===== src/rtl/ble_alf_pkg.sv =====
// Shared types, constants and a helper function of the advertising accept-list filter.
`default_nettype none
package ble_alf_pkg;

	localparam int LIST_ENTRIES  = 4;
	localparam int NAME_BYTES    = 6;
	localparam int MAKER_MAX_LEN = 31;

	localparam int ADDR_W     = 48;
	localparam int IN_DATA_W  = 56;
	localparam int OUT_DATA_W = 24;

	typedef logic [2:0]  cfg_index_t;
	typedef logic [ADDR_W-1:0] addr_t;
	typedef addr_t [LIST_ENTRIES-1:0] accept_list_t;

	// register indexes
	localparam cfg_index_t REG_ACCEPT_ADDR_0 = 3'd0;
	localparam cfg_index_t REG_NAME_REF      = 3'd4;
	localparam cfg_index_t REG_NAME_CHECK_EN = 3'd5;
	localparam cfg_index_t REG_LIST_CHECK_EN = 3'd6;

	// AD types of interest
	localparam logic [7:0] AD_SHORT_NAME    = 8'h08;
	localparam logic [7:0] AD_COMPLETE_NAME = 8'h09;
	localparam logic [7:0] AD_MAKER_DATA    = 8'hFF;

	// address match modes
	localparam logic [2:0] MODE_NONE        = 3'd0;
	localparam logic [2:0] MODE_FULL_NORMAL = 3'd1;
	localparam logic [2:0] MODE_FULL_REV    = 3'd2;
	localparam logic [2:0] MODE_SUFFIX_NORM = 3'd3;
	localparam logic [2:0] MODE_SUFFIX_REV  = 3'd4;

	// match reasons
	localparam logic [1:0] REASON_NONE      = 2'd0;
	localparam logic [1:0] REASON_NAME      = 2'd1;
	localparam logic [1:0] REASON_ADDR      = 2'd2;
	localparam logic [1:0] REASON_NAME_ADDR = 2'd3;

	// one finished packet handed from parser to matcher
	typedef struct packed {
		addr_t      addr;
		logic       name_ok;
		logic       maker_hit;
		logic [7:0] maker_start;
		logic [4:0] maker_size;
	} pkt_rec_t;

	function automatic logic [2:0] addr_mode(input addr_t a, input addr_t r);
		logic [5:0][7:0] ab;
		logic [5:0][7:0] rb;
		logic            rev;
		ab  = a;
		rb  = r;
		rev = 1'b1;
		for (int k = 0; k < 6; k++) begin
			if (ab[k] != rb[5-k]) rev = 1'b0;
		end
		if (a == r)
			return MODE_FULL_NORMAL;
		else if (rev)
			return MODE_FULL_REV;
		else if (ab[3] == rb[3] && ab[4] == rb[4] && ab[5] == rb[5])
			return MODE_SUFFIX_NORM;
		else if (ab[2] == rb[3] && ab[1] == rb[4] && ab[0] == rb[5])
			return MODE_SUFFIX_REV;
		else
			return MODE_NONE;
	endfunction

endpackage
`default_nettype wire


===== src/rtl/ble_alf_parser.sv =====
// Front end: walks the AD fields of each payload byte and emits one record per packet.
`default_nettype none
module ble_alf_parser (
	input  wire                     clk,
	input  wire                     arst_n,
	input  wire                     byte_accept,
	input  wire [7:0]               payload_byte,
	input  wire                     last_byte,
	input  wire [47:0]              sender_address,
	input  wire [47:0]              name_ref,
	input  wire                     name_check_enable,
	output logic                    rec_push,
	output ble_alf_pkg::pkt_rec_t   rec
);
	import ble_alf_pkg::*;

	logic [7:0] bp_q, nfs_q, flen_q, ftype_q, mstart_q;
	logic       stop_q, neq_q, nhit_q, mhit_q;
	logic [4:0] msize_q;

	logic [7:0] bp_n, nfs_n, flen_n, ftype_n, mstart_n;
	logic       stop_n, neq_n, nhit_n, mhit_n;
	logic [4:0] msize_n;

	logic [7:0][7:0] tn_bytes;
	logic [7:0]      kb, typ, dlen, dclip;
	logic            eq;
	logic [8:0]      off9;
	logic [9:0]      next10;

	assign tn_bytes = {16'h0000, name_ref};
	assign kb       = bp_q - nfs_q - 8'd2;

	always_comb begin
		bp_n     = bp_q;
		nfs_n    = nfs_q;
		flen_n   = flen_q;
		ftype_n  = ftype_q;
		stop_n   = stop_q;
		neq_n    = neq_q;
		nhit_n   = nhit_q;
		mhit_n   = mhit_q;
		mstart_n = mstart_q;
		msize_n  = msize_q;
		typ      = ({1'b0, bp_q} == {1'b0, nfs_q} + 9'd1) ? payload_byte : ftype_q;
		eq       = ({1'b0, bp_q} == {1'b0, nfs_q} + 9'd1) ? 1'b1 :
		           (neq_q & ~(kb < 8'(NAME_BYTES) && payload_byte != tn_bytes[kb[2:0]]));
		dlen     = flen_q - 8'd1;
		dclip    = (dlen > 8'(MAKER_MAX_LEN)) ? 8'(MAKER_MAX_LEN) : dlen;
		off9     = {1'b0, nfs_q} + 9'd2;
		next10   = {2'b00, nfs_q} + {2'b00, flen_q} + 10'd1;

		if (!stop_q && bp_q >= nfs_q) begin
			if (bp_q == nfs_q) begin
				if (payload_byte == 8'd0) stop_n = 1'b1;
				else flen_n = payload_byte;
			end else begin
				ftype_n = typ;
				neq_n   = eq;
				// last byte of the field
				if ({1'b0, bp_q} == {1'b0, nfs_q} + {1'b0, flen_q}) begin
					if ((typ == AD_SHORT_NAME || typ == AD_COMPLETE_NAME) &&
					    dlen == 8'(NAME_BYTES) && eq)
						nhit_n = 1'b1;
					if (typ == AD_MAKER_DATA && !mhit_q) begin
						mhit_n   = 1'b1;
						mstart_n = off9[8] ? 8'hFF : off9[7:0];
						msize_n  = dclip[4:0];
					end
					if (next10 > 10'd255) stop_n = 1'b1;
					else nfs_n = next10[7:0];
				end
			end
		end

		rec.addr        = sender_address;
		rec.name_ok     = name_check_enable & nhit_n;
		rec.maker_hit   = mhit_n;
		rec.maker_start = mhit_n ? mstart_n : 8'd0;
		rec.maker_size  = mhit_n ? msize_n : 5'd0;
		rec_push        = byte_accept & last_byte;

		if (last_byte) begin
			bp_n     = 8'd0;
			nfs_n    = 8'd0;
			flen_n   = 8'd0;
			ftype_n  = 8'd0;
			stop_n   = 1'b0;
			neq_n    = 1'b0;
			nhit_n   = 1'b0;
			mhit_n   = 1'b0;
			mstart_n = 8'd0;
			msize_n  = 5'd0;
		end else if (bp_q == 8'hFF) begin
			stop_n = 1'b1;
		end else begin
			bp_n = bp_q + 8'd1;
		end
	end

	always_ff @(posedge clk or negedge arst_n) begin
		if (!arst_n) begin
			bp_q     <= 8'd0;
			nfs_q    <= 8'd0;
			flen_q   <= 8'd0;
			ftype_q  <= 8'd0;
			stop_q   <= 1'b0;
			neq_q    <= 1'b0;
			nhit_q   <= 1'b0;
			mhit_q   <= 1'b0;
			mstart_q <= 8'd0;
			msize_q  <= 5'd0;
		end else if (byte_accept) begin
			bp_q     <= bp_n;
			nfs_q    <= nfs_n;
			flen_q   <= flen_n;
			ftype_q  <= ftype_n;
			stop_q   <= stop_n;
			neq_q    <= neq_n;
			nhit_q   <= nhit_n;
			mhit_q   <= mhit_n;
			mstart_q <= mstart_n;
			msize_q  <= msize_n;
		end
	end

endmodule
`default_nettype wire


===== src/rtl/ble_alf_queue.sv =====
// Two-entry queue of packet records between parser and matcher.
`default_nettype none
module ble_alf_queue (
	input  wire                     clk,
	input  wire                     arst_n,
	input  wire                     push,
	input  ble_alf_pkg::pkt_rec_t   push_rec,
	input  wire                     pop,
	output logic                    full,
	output logic                    not_empty,
	output ble_alf_pkg::pkt_rec_t   head
);
	import ble_alf_pkg::*;

	pkt_rec_t   mem_q [2];
	logic       wptr_q, rptr_q;
	logic [1:0] count_q;

	assign full      = (count_q == 2'd2);
	assign not_empty = (count_q != 2'd0);
	assign head      = mem_q[rptr_q];

	always_ff @(posedge clk) begin
		if (push) mem_q[wptr_q] <= push_rec;
	end

	always_ff @(posedge clk or negedge arst_n) begin
		if (!arst_n) begin
			wptr_q  <= 1'b0;
			rptr_q  <= 1'b0;
			count_q <= 2'd0;
		end else begin
			if (push) wptr_q <= ~wptr_q;
			if (pop) rptr_q <= ~rptr_q;
			count_q <= count_q + {1'b0, push} - {1'b0, pop};
		end
	end

endmodule
`default_nettype wire


===== src/rtl/ble_alf_matcher.sv =====
// Back end: checks the address against the accept list and holds the verdict for the receiver.
`default_nettype none
module ble_alf_matcher (
	input  wire                                  clk,
	input  wire                                  arst_n,
	input  wire                                  rec_valid,
	input  ble_alf_pkg::pkt_rec_t                rec,
	output logic                                 rec_pop,
	input  ble_alf_pkg::accept_list_t            accept_addr,
	input  wire                                  list_check_enable,
	output logic                                 m_axis_tvalid,
	input  wire                                  m_axis_tready,
	output logic [ble_alf_pkg::OUT_DATA_W-1:0]   m_axis_tdata
);
	import ble_alf_pkg::*;

	logic                  out_valid_q;
	logic [OUT_DATA_W-1:0] out_data_q;
	logic [2:0]            mode, m;
	logic [1:0]            entry, reason;

	// first enabled entry with any mode wins
	always_comb begin
		mode  = MODE_NONE;
		entry = 2'd0;
		m     = MODE_NONE;
		if (list_check_enable) begin
			for (int i = LIST_ENTRIES - 1; i >= 0; i--) begin
				m = addr_mode(rec.addr, accept_addr[i]);
				if (accept_addr[i] != 48'd0 && m != MODE_NONE) begin
					mode  = m;
					entry = 2'(i);
				end
			end
		end
		if (mode != MODE_NONE) reason = rec.name_ok ? REASON_NAME_ADDR : REASON_ADDR;
		else reason = rec.name_ok ? REASON_NAME : REASON_NONE;
	end

	assign rec_pop       = rec_valid & (~out_valid_q | m_axis_tready);
	assign m_axis_tvalid = out_valid_q;
	assign m_axis_tdata  = out_data_q;

	always_ff @(posedge clk) begin
		if (rec_pop)
			out_data_q <= {1'b0, rec.maker_size, rec.maker_start, rec.maker_hit, rec.name_ok,
			               mode, entry, reason, (mode != MODE_NONE)};
	end

	always_ff @(posedge clk or negedge arst_n) begin
		if (!arst_n) out_valid_q <= 1'b0;
		else if (rec_pop) out_valid_q <= 1'b1;
		else if (m_axis_tready) out_valid_q <= 1'b0;
	end

endmodule
`default_nettype wire


===== src/rtl/ble_adv_accept_list_filter_top.sv =====
// Top level of the advertising accept-list filter: config registers, parser, queue, matcher.
//
// Input stream (s_axis): one advertising payload byte per item, with the sender
// address alongside; tlast marks the final byte of a packet. Bytes may stream
// back to back at one per clock while the record queue is not full.
// Output stream (m_axis): one verdict item per packet, produced from the final byte.
// The parser (front end) updates its field-walk registers on each byte and, on
// the final byte, drops a packet record into a two-entry queue. The matcher (back
// end) compares the address with all accept-list entries in parallel and loads an
// output register as it pops the record, and m_axis_tvalid is driven from that register.
// Sustained rate: one byte per cycle while the queue has room, one verdict per cycle at most.
// Receiver stall: the output register holds its item; the matcher stops draining
// the queue, and s_axis_tready drops only once the queue holds two records.
// Config (cfg_*): cfg_ready is always high; a write with an unused index is dropped.
// Write registers only while no packet is in flight.
// Reset: config returns to zero addresses, zero name, both checks enabled; the
// parser, queue and output register are empty. No clearing pass is needed.
`default_nettype none
module ble_adv_accept_list_filter_top (
	input  wire                                  clk,
	input  wire                                  arst_n,
	input  wire                                  s_axis_tvalid,
	output logic                                 s_axis_tready,
	// [47:0] sender_address, [55:48] payload_byte
	input  wire  [ble_alf_pkg::IN_DATA_W-1:0]    s_axis_tdata,
	input  wire                                  s_axis_tlast,     // last_byte
	output logic                                 m_axis_tvalid,
	input  wire                                  m_axis_tready,
	// [0] is_target, [2:1] reason, [4:3] entry_index, [7:5] address_match_mode,
	// [8] name_seen, [9] maker_found, [17:10] maker_offset, [22:18] maker_length
	output logic [ble_alf_pkg::OUT_DATA_W-1:0]   m_axis_tdata,
	input  wire                                  cfg_valid,
	output logic                                 cfg_ready,
	input  wire  [2:0]                           cfg_index,
	input  wire  [47:0]                          cfg_data
);
	import ble_alf_pkg::*;

	accept_list_t accept_addr_q;
	logic [47:0]  name_ref_q;
	logic         name_check_en_q;
	logic         list_check_en_q;

	logic         cfg_we;
	logic         byte_accept;
	logic         rec_push, rec_pop, q_full, q_not_empty;
	pkt_rec_t     push_rec, head_rec;

	assign cfg_ready   = 1'b1;
	assign cfg_we      = cfg_valid & cfg_ready;
	assign byte_accept = s_axis_tvalid & s_axis_tready;
	assign s_axis_tready = ~q_full;

	// config register file
	always_ff @(posedge clk or negedge arst_n) begin
		if (!arst_n) begin
			accept_addr_q   <= '0;
			name_ref_q      <= 48'd0;
			name_check_en_q <= 1'b1;
			list_check_en_q <= 1'b1;
		end else if (cfg_we) begin
			for (int i = 0; i < LIST_ENTRIES; i++) begin
				if (cfg_index == REG_ACCEPT_ADDR_0 + 3'(i)) accept_addr_q[i] <= cfg_data;
			end
			case (cfg_index)
				REG_NAME_REF:      name_ref_q      <= cfg_data;
				REG_NAME_CHECK_EN: name_check_en_q <= cfg_data[0];
				REG_LIST_CHECK_EN: list_check_en_q <= cfg_data[0];
				default: ;
			endcase
		end
	end

	ble_alf_parser u_parser (
		.clk               (clk),
		.arst_n            (arst_n),
		.byte_accept       (byte_accept),
		.payload_byte      (s_axis_tdata[55:48]),
		.last_byte         (s_axis_tlast),
		.sender_address    (s_axis_tdata[47:0]),
		.name_ref          (name_ref_q),
		.name_check_enable (name_check_en_q),
		.rec_push          (rec_push),
		.rec               (push_rec)
	);

	ble_alf_queue u_queue (
		.clk       (clk),
		.arst_n    (arst_n),
		.push      (rec_push),
		.push_rec  (push_rec),
		.pop       (rec_pop),
		.full      (q_full),
		.not_empty (q_not_empty),
		.head      (head_rec)
	);

	ble_alf_matcher u_matcher (
		.clk               (clk),
		.arst_n            (arst_n),
		.rec_valid         (q_not_empty),
		.rec               (head_rec),
		.rec_pop           (rec_pop),
		.accept_addr       (accept_addr_q),
		.list_check_enable (list_check_en_q),
		.m_axis_tvalid     (m_axis_tvalid),
		.m_axis_tready     (m_axis_tready),
		.m_axis_tdata      (m_axis_tdata)
	);

endmodule
`default_nettype wire

===== config.mk =====
export PLATFORM = sky130hd
export DESIGN_NAME = ble_adv_accept_list_filter_top
export DESIGN_NICKNAME = d
export VERILOG_FILES = /design/src/rtl/ble_alf_pkg.sv /design/src/rtl/ble_alf_parser.sv /design/src/rtl/ble_alf_queue.sv /design/src/rtl/ble_alf_matcher.sv /design/src/rtl/ble_adv_accept_list_filter_top.sv
export SDC_FILE = /design/constraint.sdc
export NUM_CORES = 1
export LEC_CHECK = 0
export ABC_AREA = 1
export BUFFER_PORTS_ARGS = -buffer_cell sky130_fd_sc_hd__buf_2
export CAP_MARGIN = 10
export CORE_MARGIN = 1.5
export CORE_UTILIZATION = 30
export DETAILED_ROUTE_END_ITERATION = 6
export PLACE_DENSITY_LB_ADDON = 0.25
export SYNTH_ARGS = -nofsm -noshare
export SYNTH_HDL_FRONTEND = slang
export SYNTH_SLANG_ARGS = --single-unit

===== constraint.sdc =====
create_clock -name clk -period 5.88 [get_ports clk]
set_clock_uncertainty 0.1 [all_clocks]
set_input_delay 0.294 -clock clk [delete_from_list [all_inputs] [get_ports clk]]
set_output_delay 0.294 -clock clk [all_outputs]
set_load 0.05 [all_outputs]

==> flow_metrics.env, run 1 <==
export IMPL_outcome="finished with violations"
export IMPL_failed_checks="hold timing"
export IMPL_rsz0062_at_grt="false"
export IMPL_initial_drc_count=2217
export IMPL_grt_antenna_before_repair=9
export IMPL_mapped_cell_area_um2=25600
export IMPL_powerDensity_nw_per_um2=482
export IMPL_syn_avg_cell_area_um2=8.03
export IMPL_dp_cells=4403
export IMPL_grt_use_total_pct=22.7
export IMPL_grt_overflow_total=0
export IMPL_clock_sink_count=443
export IMPL_max_slew_violation_count=0
export IMPL_ctsHtreeMaxLevel=2
export IMPL_drive_gt1_share_pct=9.94
export IMPL_min_path_cells=3
export IMPL_postRouteAntennaNets=0
export IMPL_number_of_distinct_library_cells_after_synthesis=52
export IMPL_synth_edff_count=147
export IMPL_clk_pin_slew_ps=60
export IMPL_worstSetupStartpointType="flop"
export IMPL_cts_buffers_inserted=50
export IMPL_mostFrequentLayoutCells="850 x sky130_fd_sc_hd__nand2_1, 386 x sky130_fd_sc_hd__inv_1, 326 x sky130_fd_sc_hd__o21ai_0"
export IMPL_finalHoldViolations=2
export IMPL_grt_pass1_vias=21400
export IMPL_vdd_drop_max_mv=0.342
export IMPL_type_of_the_tightest_min_delay_check="in2reg"
export IMPL_fillCellCount=8960
export IMPL_setup_total_negative_slack_ps=0
export IMPL_detail_route_first_pass_iterations=6
export IMPL_areaGrowthSynthToFinish_pct=17.1
export IMPL_post_synthesis_cell_count=3190
export IMPL_portBuffers=137
export IMPL_maxSlewHeadroom_pct=26.2
export IMPL_postSynthRegisterBits=443
export IMPL_whs_ps=-5.03
export IMPL_detailedPlacementHpwl_mm=72.3
export IMPL_post_cts_setup_buffer_count=0
export IMPL_die_height_um=295
export IMPL_drcViolationCount=0
export IMPL_number_of_cells_upsized_or_downsized_after_cts=0
export IMPL_postCtsHoldBufs=69
export IMPL_leakagePower_nw=13.9
export IMPL_count_of_maximum_capacitance_violations=0
export IMPL_die_area_um2=87200
export IMPL_wire_length_of_the_first_global_routing_pass_mm=144
export IMPL_finalWirelength_mm=99.3
export IMPL_pin_count=140
export IMPL_postLayoutCoreUtil_pct=35.4
export IMPL_period_minus_slack_ps=4240
export IMPL_setup_violations=0
export IMPL_synth_seq_area_share_pct=46.1
export IMPL_detail_route_vias_per_cell=4.92
export IMPL_drt_wirelength_per_cell_um=21.7
export IMPL_effective_utilization_at_floorplan_pct=30.2
export IMPL_grt_start_max_net_pins=125
export IMPL_clk_insertion_delay_late_ps=620
export IMPL_tritoncts="built"
export IMPL_postSynth_asyncResetShare_pct=66.8
export IMPL_crit_required_ps=6090
export IMPL_worst_r2r_cell_count=15
export IMPL_num_vias=22400
export IMPL_gpl_final_weighted_congestion=0.977
export IMPL_max_freq_mhz=236
export IMPL_worstPathMaxFanout=26
export IMPL_final_cells=4566
export IMPL_synth_fp_nets=3343
export IMPL_core_area_um2=84900
export IMPL_clockRootBuffer="sky130_fd_sc_hd__clkbuf_16"
export IMPL_placement_rows=107
export IMPL_critPathCaptureType="flop"
export IMPL_die_w_um=295
export IMPL_setup_slack_ps=1640
export IMPL_top_ff_cell_synth="sky130_fd_sc_hd__dfrtp_1"
export IMPL_finalCritPeriodShare_pct=72.0
export IMPL_yosys_warnings=0
export IMPL_pre_cts_slack_ps=1620
export IMPL_reg2reg_setup_slack_ps=1640
export IMPL_final_nets=3533
export IMPL_clk_path_buf_depth=3
export IMPL_mostFrequentLayoutCell="sky130_fd_sc_hd__nand2_1"
export IMPL_critPathKind="reg2reg"
export IMPL_post_layout_total_power_w=0.0145
export IMPL_worstMarginPinSlew_ps=1110
export IMPL_worstPathArrival_ps=4450
-- per-stage QoR --
step	area (um2)	hold WS [ps]
after floorplan	25600	-102
after global placement	27600	337
after detailed placement	27600	342
after CTS	30000	0.489
after global routing	30000	7.97
final	30000	-5.03
-- critical path: stages (launching register included) --
cell,delay (ps)
sky130_fd_sc_hd__dfrtp_1,490
sky130_fd_sc_hd__ha_1,670
sky130_fd_sc_hd__inv_2,510
sky130_fd_sc_hd__nand2_1,100
sky130_fd_sc_hd__nor2_1,100
sky130_fd_sc_hd__nand2_1,60
sky130_fd_sc_hd__nor2_2,120
sky130_fd_sc_hd__nand3_4,150
sky130_fd_sc_hd__nor2_8,240
sky130_fd_sc_hd__nand2_1,90
sky130_fd_sc_hd__nand2_1,110
sky130_fd_sc_hd__nor2_1,70
sky130_fd_sc_hd__nand3_1,160
sky130_fd_sc_hd__nor4_2,70
sky130_fd_sc_hd__nor2_2,720
sky130_fd_sc_hd__nor2_1,150
-- path summary, 6_finish.rpt --
kind	startpoint	end
worst min register to register	u_parser.msize_q[0]	u_parser.msize_q[0]
max in group asynchronous	arst_n	accept_addr_q[177]
min in group asynchronous	arst_n	accept_addr_q[116]
worst max register to register	u_parser.nfs_q[0]	u_queue.mem_q[1][11]
worst min-delay path	cfg_data[5]	name_ref_q[5]
worst max-delay path	u_parser.nfs_q[0]	u_queue.mem_q[1][11]
-- cells in the mapped netlist, types with 6 or more instances --
cell / number / area, um2
sky130_fd_sc_hd__buf_4: 7 / 52.6
sky130_fd_sc_hd__buf_1: 7 / 26.3
sky130_fd_sc_hd__o21ai_0: 326 / 1630
sky130_fd_sc_hd__nor4_1: 21 / 131
sky130_fd_sc_hd__o21ai_1: 7 / 35.0
sky130_fd_sc_hd__inv_1: 386 / 1450
sky130_fd_sc_hd__nor2_1: 252 / 946
sky130_fd_sc_hd__a31oi_1: 6 / 37.5
sky130_fd_sc_hd__o22ai_1: 27 / 169
sky130_fd_sc_hd__a21oi_1: 36 / 180
sky130_fd_sc_hd__nand3b_1: 9 / 67.6
sky130_fd_sc_hd__nor3_1: 33 / 165
sky130_fd_sc_hd__buf_2: 14 / 70.1
sky130_fd_sc_hd__nand4_1: 98 / 613
sky130_fd_sc_hd__xnor2_1: 24 / 210
sky130_fd_sc_hd__nand2_1: 854 / 3210
sky130_fd_sc_hd__nand2_2: 58 / 363
sky130_fd_sc_hd__nor2_2: 13 / 81.3
sky130_fd_sc_hd__clkbuf_1: 55 / 206
sky130_fd_sc_hd__ha_1: 38 / 475
sky130_fd_sc_hd__xor2_1: 288 / 2520
sky130_fd_sc_hd__edfxtp_1: 147 / 4410
sky130_fd_sc_hd__nand3_1: 132 / 661
sky130_fd_sc_hd__inv_2: 8 / 30.0
sky130_fd_sc_hd__dfrtp_1: 294 / 7360
-- layout make-up --
| cell class | count | area (um2) | area share (%) |
|---|---|---|---|
| Multi-Input combinational cell | 2265 | 12000 | 39.9 |
| Sequential cell | 443 | 11800 | 39.4 |
| Timing Repair Buffer | 224 | 1560 | 5.19 |
| Clock buffer | 81 | 1540 | 5.14 |
| Inverter | 396 | 1490 | 4.95 |
| Tap cell | 1144 | 1430 | 4.77 |
| Clock inverter | 12 | 193 | 0.642 |
| Antenna cell | 1 | 2.50 | 0.00834 |
-- logic make-up (layout without fill, tap and decap cells) --
family | after synthesis | in the layout | share of synthesized area (%)
fa+ha+maj | 40 | 40 | 2.01
xor+xnor | 313 | 313 | 10.7
buf+inv | 482 | 713 | 7.33
simple gates | 1490 | 1490 | 25.2
other cells | 2 | 3 | 0.0293
compound gates | 420 | 420 | 8.58
flops | 443 | 443 | 46.1
-- power breakdown --
group,switching [W],internal (W),leakage [nW]
clock network,0.00134,0.00198,0.844
registers,0.000531,0.00382,5.14
logic,0.00489,0.00192,7.87
total,0.00676,0.00773,13.9
-- sequential cells by signal (all words and copies together), names as in the netlist --
signal / flops
accept_addr_q: 192
list_check_en_q: 1
name_check_en_q: 1
u_parser.stop_q: 1
u_parser.ftype_q: 8
u_parser.neq_q: 1
u_matcher.m_axis_tvalid: 1
u_parser.msize_q: 5
u_queue.mem_q: 126
u_parser.bp_q: 8
u_parser.nhit_q: 1
u_parser.mstart_q: 8
u_queue.rptr_q: 1
u_parser.flen_q: 8
u_matcher.m_axis_tdata: 21
u_parser.mhit_q: 1
u_queue.wptr_q: 1
u_parser.nfs_q: 8
u_queue.count_q: 2
name_ref_q: 48
-- routing by layer --
metal,part of all wire (%),wire length [um],up-vias,GRT usage (%)
li1,-,-,10600,-
met2,47,47000,909,37.9
met4,3.8,3750,0,8.18
met3,7.4,7380,185,3.13
met1,41,41200,10700,29.9
met5,0,0,-,0
Power figures use the tool's default switching activity.
==> inputs of run 2 (changes only) <==
- clock period: 5.88 -> 3.8 ns (I/O delays scaled with it)
==> flow_metrics.env, run 2 (same netlist as run 1, synthesis figures left out) <==
export IMPL_largest_register="accept_addr_q"
export IMPL_fillCellCount=8949
export IMPL_critical_path_cell_chain="buf_4 > ha_1 > inv_1 > fa_1 > xnor2_2 > nor2_1 > nor3_2 > nand3_1 > nor2_1 > nand4_1 > nor2_2 > buf_4 > nand4_1 > nand2_1 > nor2_2"
export IMPL_outcome="finished, final reports clean"
export IMPL_die_height_um=295
export IMPL_vdd_drop_max_mv=0.439
export IMPL_leakagePower_nw=14.4
export IMPL_crit_required_ps=4020
export IMPL_detail_route_vias_per_cell=4.89
export IMPL_setup_violations=0
export IMPL_seq_area_um2=11800
export IMPL_top_routing_layer_in_use="met5"
export IMPL_initial_drc_count=2450
export IMPL_mostFrequentLayoutCell="sky130_fd_sc_hd__nand2_1"
export IMPL_finalInstanceArea_um2=31000
export IMPL_critical_path_s_largest_stage_delay_ps=430
export IMPL_crit_buf_inv=3
export IMPL_placedInstanceArea_um2=28100
export IMPL_clkPwrFrac_pct=22.8
export IMPL_clk_insertion_delay_late_ps=630
export IMPL_finalWirelength_mm=105
export IMPL_worstPathMaxFanout=10
export IMPL_mostFrequentLayoutCells="850 x sky130_fd_sc_hd__nand2_1, 386 x sky130_fd_sc_hd__inv_1, 326 x sky130_fd_sc_hd__o21ai_0"
export IMPL_postRouteAntennaNets=0
export IMPL_largest_register_ff_count=192
export IMPL_effective_utilization_at_floorplan_pct=30.2
export IMPL_maxSlewHeadroom_pct=33.8
export IMPL_grt_overflow_total=0
export IMPL_critPathTopFamily="simple AND/OR/NAND/NOR gates"
export IMPL_finalHoldViolations=0
export IMPL_max_slew_violation_count=0
export IMPL_p_sw_w=0.0109
export IMPL_placement_rows=107
export IMPL_wl_met2_mm=47.8
export IMPL_die_w_um=295
export IMPL_clockRootBuffer="sky130_fd_sc_hd__clkbuf_16"
export IMPL_multi_input_area_um2=12000
export IMPL_grt_pass1_vias=21800
export IMPL_tritoncts="built"
export IMPL_clk_path_buf_depth=3
export IMPL_met1_length_mm=45.5
export IMPL_finalCritPeriodShare_pct=94.0
export IMPL_largestRegisters="accept_addr_q: 192 flops, u_queue.mem_q: 126 flops, name_ref_q: 48 flops"
export IMPL_gpl_final_weighted_congestion=1.02
export IMPL_drive_gt1_share_pct=12.0
export IMPL_critPathKind="reg2reg"
export IMPL_critPathCaptureType="flop"
export IMPL_drcViolationCount=0
export IMPL_grt_antenna_before_repair=9
export IMPL_areaGrowthSynthToFinish_pct=20.8
export IMPL_ctsHtreeMaxLevel=2
export IMPL_cts_buffers_inserted=52
export IMPL_worstSetupStartpointType="flop"
export IMPL_detail_route_first_pass_iterations=7
export IMPL_power_switching_fraction_pct=46.6
export IMPL_final_nets=3629
export IMPL_wire_length_of_the_first_global_routing_pass_mm=151
export IMPL_crit_path_top_delay_cell="sky130_fd_sc_hd__fa_1"
export IMPL_portBuffers=137
export IMPL_type_of_the_tightest_min_delay_check="in2reg"
export IMPL_die_area_um2=87200
export IMPL_postLayoutCoreUtil_pct=36.5
export IMPL_drt_wirelength_per_cell_um=22.4
export IMPL_core_area_um2=84900
export IMPL_worstMarginPinSlew_ps=993
export IMPL_powerDensity_nw_per_um2=754
export IMPL_rsz0062_at_grt="false"
export IMPL_clk_pin_slew_ps=70
export IMPL_period_minus_slack_ps=3570
export IMPL_num_vias=22800
export IMPL_clock_sink_count=443
export IMPL_worstPathArrival_ps=3790
export IMPL_pwr_share_seq_pct=29.0
export IMPL_power_frac_comb_pct=48.2
export IMPL_detailedPlacementHpwl_mm=77.2
export IMPL_pin_count=140
export IMPL_grt_start_max_net_pins=97
export IMPL_dr_wl_met3_mm=7.42
export IMPL_grt_use_total_pct=24.0
export IMPL_p_int_w=0.0125
export IMPL_count_of_maximum_capacitance_violations=0
export IMPL_max_freq_mhz=280
## run 2: worst register-to-register path: cells and delay by family (launching register included)
kind,cells,cell delay (ps)
DFF,1,370
buffers and inverters,3,450
and+or+nand+nor,9,1430
adders and majority gates,2,630
xor gates and xnor gates,1,310
## run 2: path summary, 6_finish.rpt
path	to	slack (ps)	from	depth (start not counted)
worst max-delay path	u_queue.mem_q[1][3]	230	u_parser.nfs_q[0]	15
worst min-delay path	accept_addr_q[38]	1	cfg_data[38]	3
worst max register to register	u_queue.mem_q[1][3]	230	u_parser.nfs_q[0]	15
worst min register to register	u_parser.msize_q[1]	380	u_parser.msize_q[1]	2
max in group asynchronous	name_ref_q[33]	2410	arst_n	3
min in group asynchronous	accept_addr_q[49]	90	arst_n	2
## run 2: final cells by class
| class | count | share of cell area (%) |
|---|---|---|
| clock buffers | 72 | 5.01 |
| clock inverters | 25 | 0.889 |
| repair buffers | 318 | 7.75 |
| flip-flops and latches | 443 | 38.2 |
| inverters | 396 | 4.81 |
| well taps | 1144 | 4.62 |
| diodes | 1 | 0.00808 |
| multi-input cells | 2265 | 38.7 |
## run 2: what timing repair did
action / in CTS / in global routing
endpoints found under the hold margin: 347 / 0
gates resized for setup: 0 / 4
setup buffers: 0 / 1
hold buffers: 98 / 0
setup endpoints to repair: 0 / 10
## run 2: power groups by stage
stage	Clock (W)	Combinational, W	Sequential, W
2_1_floorplan	0	0.00663	0.00690
3_3_place_gp	0	0.0109	0.00682
3_5_place_dp	0	0.0109	0.00683
4_1_cts	0.00542	0.0111	0.00674
5_1_grt	0.00561	0.0122	0.00685
6_report	0.00533	0.0113	0.00677
## run 2: stage by stage
step	std cells	TNS, ps	hold slack [ps]	total power [W]	setup slack, ps
3_5_place_dp	4467	0	166	0.0177	223
5_1_grt	4663	0	25.4	0.0247	15.7
2_1_floorplan	3190	-7590	-206	0.0135	-60.3
3_3_place_gp	4467	0	161	0.0178	182
4_1_cts	4662	0	3.61	0.0232	162
6_report	4664	0	1.32	0.0233	227
## run 2: per-layer routing
| layer | up-vias | global-route usage [%] |
|---|---|---|
| met2 | 858 | 38.5 |
| met1 | 10900 | 32.8 |
| met5 | - | 0 |
| met4 | 4 | 8.17 |
| li1 | 10800 | - |
| met3 | 177 | 3.71 |
==> inputs of run 3 (changes only) <==
- RECOVER_POWER: not set -> 25
==> flow_metrics.env, run 3 (same netlist as run 1, synthesis figures left out) <==
export IMPL_drcViolationCount=0
export IMPL_grt_overflow_total=0
export IMPL_finalHoldViolations=4
export IMPL_post_layout_total_power_w=0.0233
export IMPL_grt_pass1_vias=21800
export IMPL_max_slew_violation_count=90
export IMPL_met2_usage_pct=38.5
export IMPL_setup_violations=0
export IMPL_detailedPlacementHpwl_mm=77.2
export IMPL_min_path_cells=3
export IMPL_grt_antenna_before_repair=9
export IMPL_reg2reg_setup_slack_ps=240
export IMPL_worstMarginPinSlew_ps=2720
export IMPL_whs_endpoint="name_ref_q[38]"
export IMPL_die_w_um=295
export IMPL_clockRootBuffer="sky130_fd_sc_hd__clkbuf_16"
export IMPL_failed_checks="hold timing, capacitance limit, slew limit"
export IMPL_use_met1_pct=32.8
export IMPL_detail_route_vias_per_cell=4.90
export IMPL_type_of_the_tightest_min_delay_check="in2reg"
export IMPL_pin_count=140
export IMPL_count_of_maximum_capacitance_violations=1
export IMPL_clk_path_buf_depth=3
export IMPL_gpl_final_weighted_congestion=1.02
export IMPL_portBuffers=137
export IMPL_powerDensity_nw_per_um2=756
export IMPL_core_area_um2=84900
export IMPL_busiest_layer="met2"
export IMPL_rsz0062_at_grt="false"
export IMPL_vdd_drop_max_mv=0.439
export IMPL_crit_required_ps=4020
export IMPL_r2r_start="u_parser.nfs_q[0]"
export IMPL_initial_drc_count=2404
export IMPL_ctsHtreeMaxLevel=2
export IMPL_min_delay_start="cfg_data[38]"
export IMPL_drive_gt1_share_pct=10.7
export IMPL_whs_ps=-7.98
export IMPL_mostFrequentLayoutCells="851 x sky130_fd_sc_hd__nand2_1, 386 x sky130_fd_sc_hd__inv_1, 326 x sky130_fd_sc_hd__o21ai_0"
export IMPL_die_height_um=295
export IMPL_drt_wirelength_per_cell_um=22.4
export IMPL_mostFrequentLayoutCell="sky130_fd_sc_hd__nand2_1"
export IMPL_wire_length_of_the_first_global_routing_pass_mm=151
export IMPL_effective_utilization_at_floorplan_pct=30.2
export IMPL_detail_route_first_pass_iterations=5
export IMPL_r2r_end="u_queue.mem_q[1][3]"
export IMPL_worstPathMaxFanout=10
export IMPL_max_freq_mhz=281
export IMPL_largestRegisters="accept_addr_q: 192 flops, u_queue.mem_q: 126 flops, name_ref_q: 48 flops"
export IMPL_period_minus_slack_ps=3560
export IMPL_cts_buffers_inserted=52
export IMPL_finalCritPeriodShare_pct=93.7
export IMPL_die_area_um2=87200
export IMPL_fillCellCount=8967
export IMPL_placement_rows=107
export IMPL_launching_instance_or_port_of_the_critical_path="u_parser.nfs_q[0]"
export IMPL_groute_layer_met3_usage_pct=3.71
export IMPL_num_vias=22800
export IMPL_critPathKind="reg2reg"
export IMPL_insertedDiodeCount=0
export IMPL_finalWirelength_mm=105
export IMPL_multi_input_area_um2=12000
export IMPL_largest_register_ff_count=192
export IMPL_final_nets=3629
export IMPL_worst_r2r_cell_count=15
export IMPL_worstSetupStartpointType="flop"
export IMPL_clk_insertion_delay_late_ps=630
export IMPL_clk_pin_slew_ps=70
export IMPL_outcome="finished with violations"
export IMPL_postRouteAntennaNets=0
export IMPL_worstPathArrival_ps=3780
export IMPL_grt_start_max_net_pins=97
export IMPL_maxSlewHeadroom_pct=-81.4
export IMPL_critPathCaptureType="flop"
export IMPL_clock_sink_count=443
export IMPL_largest_register="accept_addr_q"
export IMPL_areaGrowthSynthToFinish_pct=20.5
export IMPL_grt_use_total_pct=24.0
export IMPL_tritoncts="built"
export IMPL_leakagePower_nw=14.2
export IMPL_seq_area_um2=11800
## run 3: layout make-up
type | instances | share of cell area (%)
clock buffers | 72 | 5.03
clock inverters | 25 | 0.892
inverters | 396 | 4.83
multi-input cells | 2265 | 38.8
flip-flops and latches | 443 | 38.3
well taps | 1144 | 4.64
repair buffers | 318 | 7.52
## run 3: worst max-delay path, cell delays in order, from the launching register on
cell	delay, ps
sky130_fd_sc_hd__dfrtp_1	370
sky130_fd_sc_hd__buf_4	170
sky130_fd_sc_hd__ha_1	200
sky130_fd_sc_hd__inv_1	60
sky130_fd_sc_hd__fa_1	430
sky130_fd_sc_hd__xnor2_2	310
sky130_fd_sc_hd__nor2_1	90
sky130_fd_sc_hd__nor3_2	210
sky130_fd_sc_hd__nand3_1	130
sky130_fd_sc_hd__nor2_1	110
sky130_fd_sc_hd__nand4_1	220
sky130_fd_sc_hd__nor2_2	260
sky130_fd_sc_hd__buf_4	210
sky130_fd_sc_hd__nand4_1	180
sky130_fd_sc_hd__nand2_1	150
sky130_fd_sc_hd__nor2_2	60
## run 3: worst max-delay path by stage
stage                     slack (ps)                    to  cells after the start
after global routing              20   u_queue.mem_q[1][3]                     15
after CTS                        160  u_queue.mem_q[1][14]                     18
after global placement           180  u_queue.mem_q[0][14]                     18
after detailed placement         220  u_queue.mem_q[0][14]                     18
after floorplan                  -60   u_queue.mem_q[0][0]                      6
final                            240   u_queue.mem_q[1][3]                     15
## run 3: repair_timing
action | CTS | global route
hold buffers | 98 | 0
endpoints found under the hold margin | 347 | 0
setup endpoints to repair | 0 | 10
resized for setup | 0 | 4
buffers inserted | 0 | 1
## run 3: through the flow
stage	setup TNS (ps)	std cells	utilization [%]	setup WS, ps	instance area [um2]
6_report	0	4663	36.4	240	30900
3_5_place_dp	0	4467	33.1	223	28100
2_1_floorplan	-7590	3190	-	-60.3	25600
3_3_place_gp	0	4467	33.1	182	28100
4_1_cts	0	4662	36.4	162	30900
5_1_grt	0	4663	36.4	15.7	30900
## run 3: report_power, final
group          switching (W)  internal, W  leakage [nW]
sequential          0.000854      0.00591          5.14
combinational        0.00784      0.00341          8.21
clock                0.00218      0.00315         0.892
total                 0.0109       0.0125          14.2
## run 3: per-layer routing
metal	vias to the layer above	wire, um
met5	-	27
met4	4	3950
met3	182	7730
met2	859	47600
met1	11000	45300
li1	10800	-
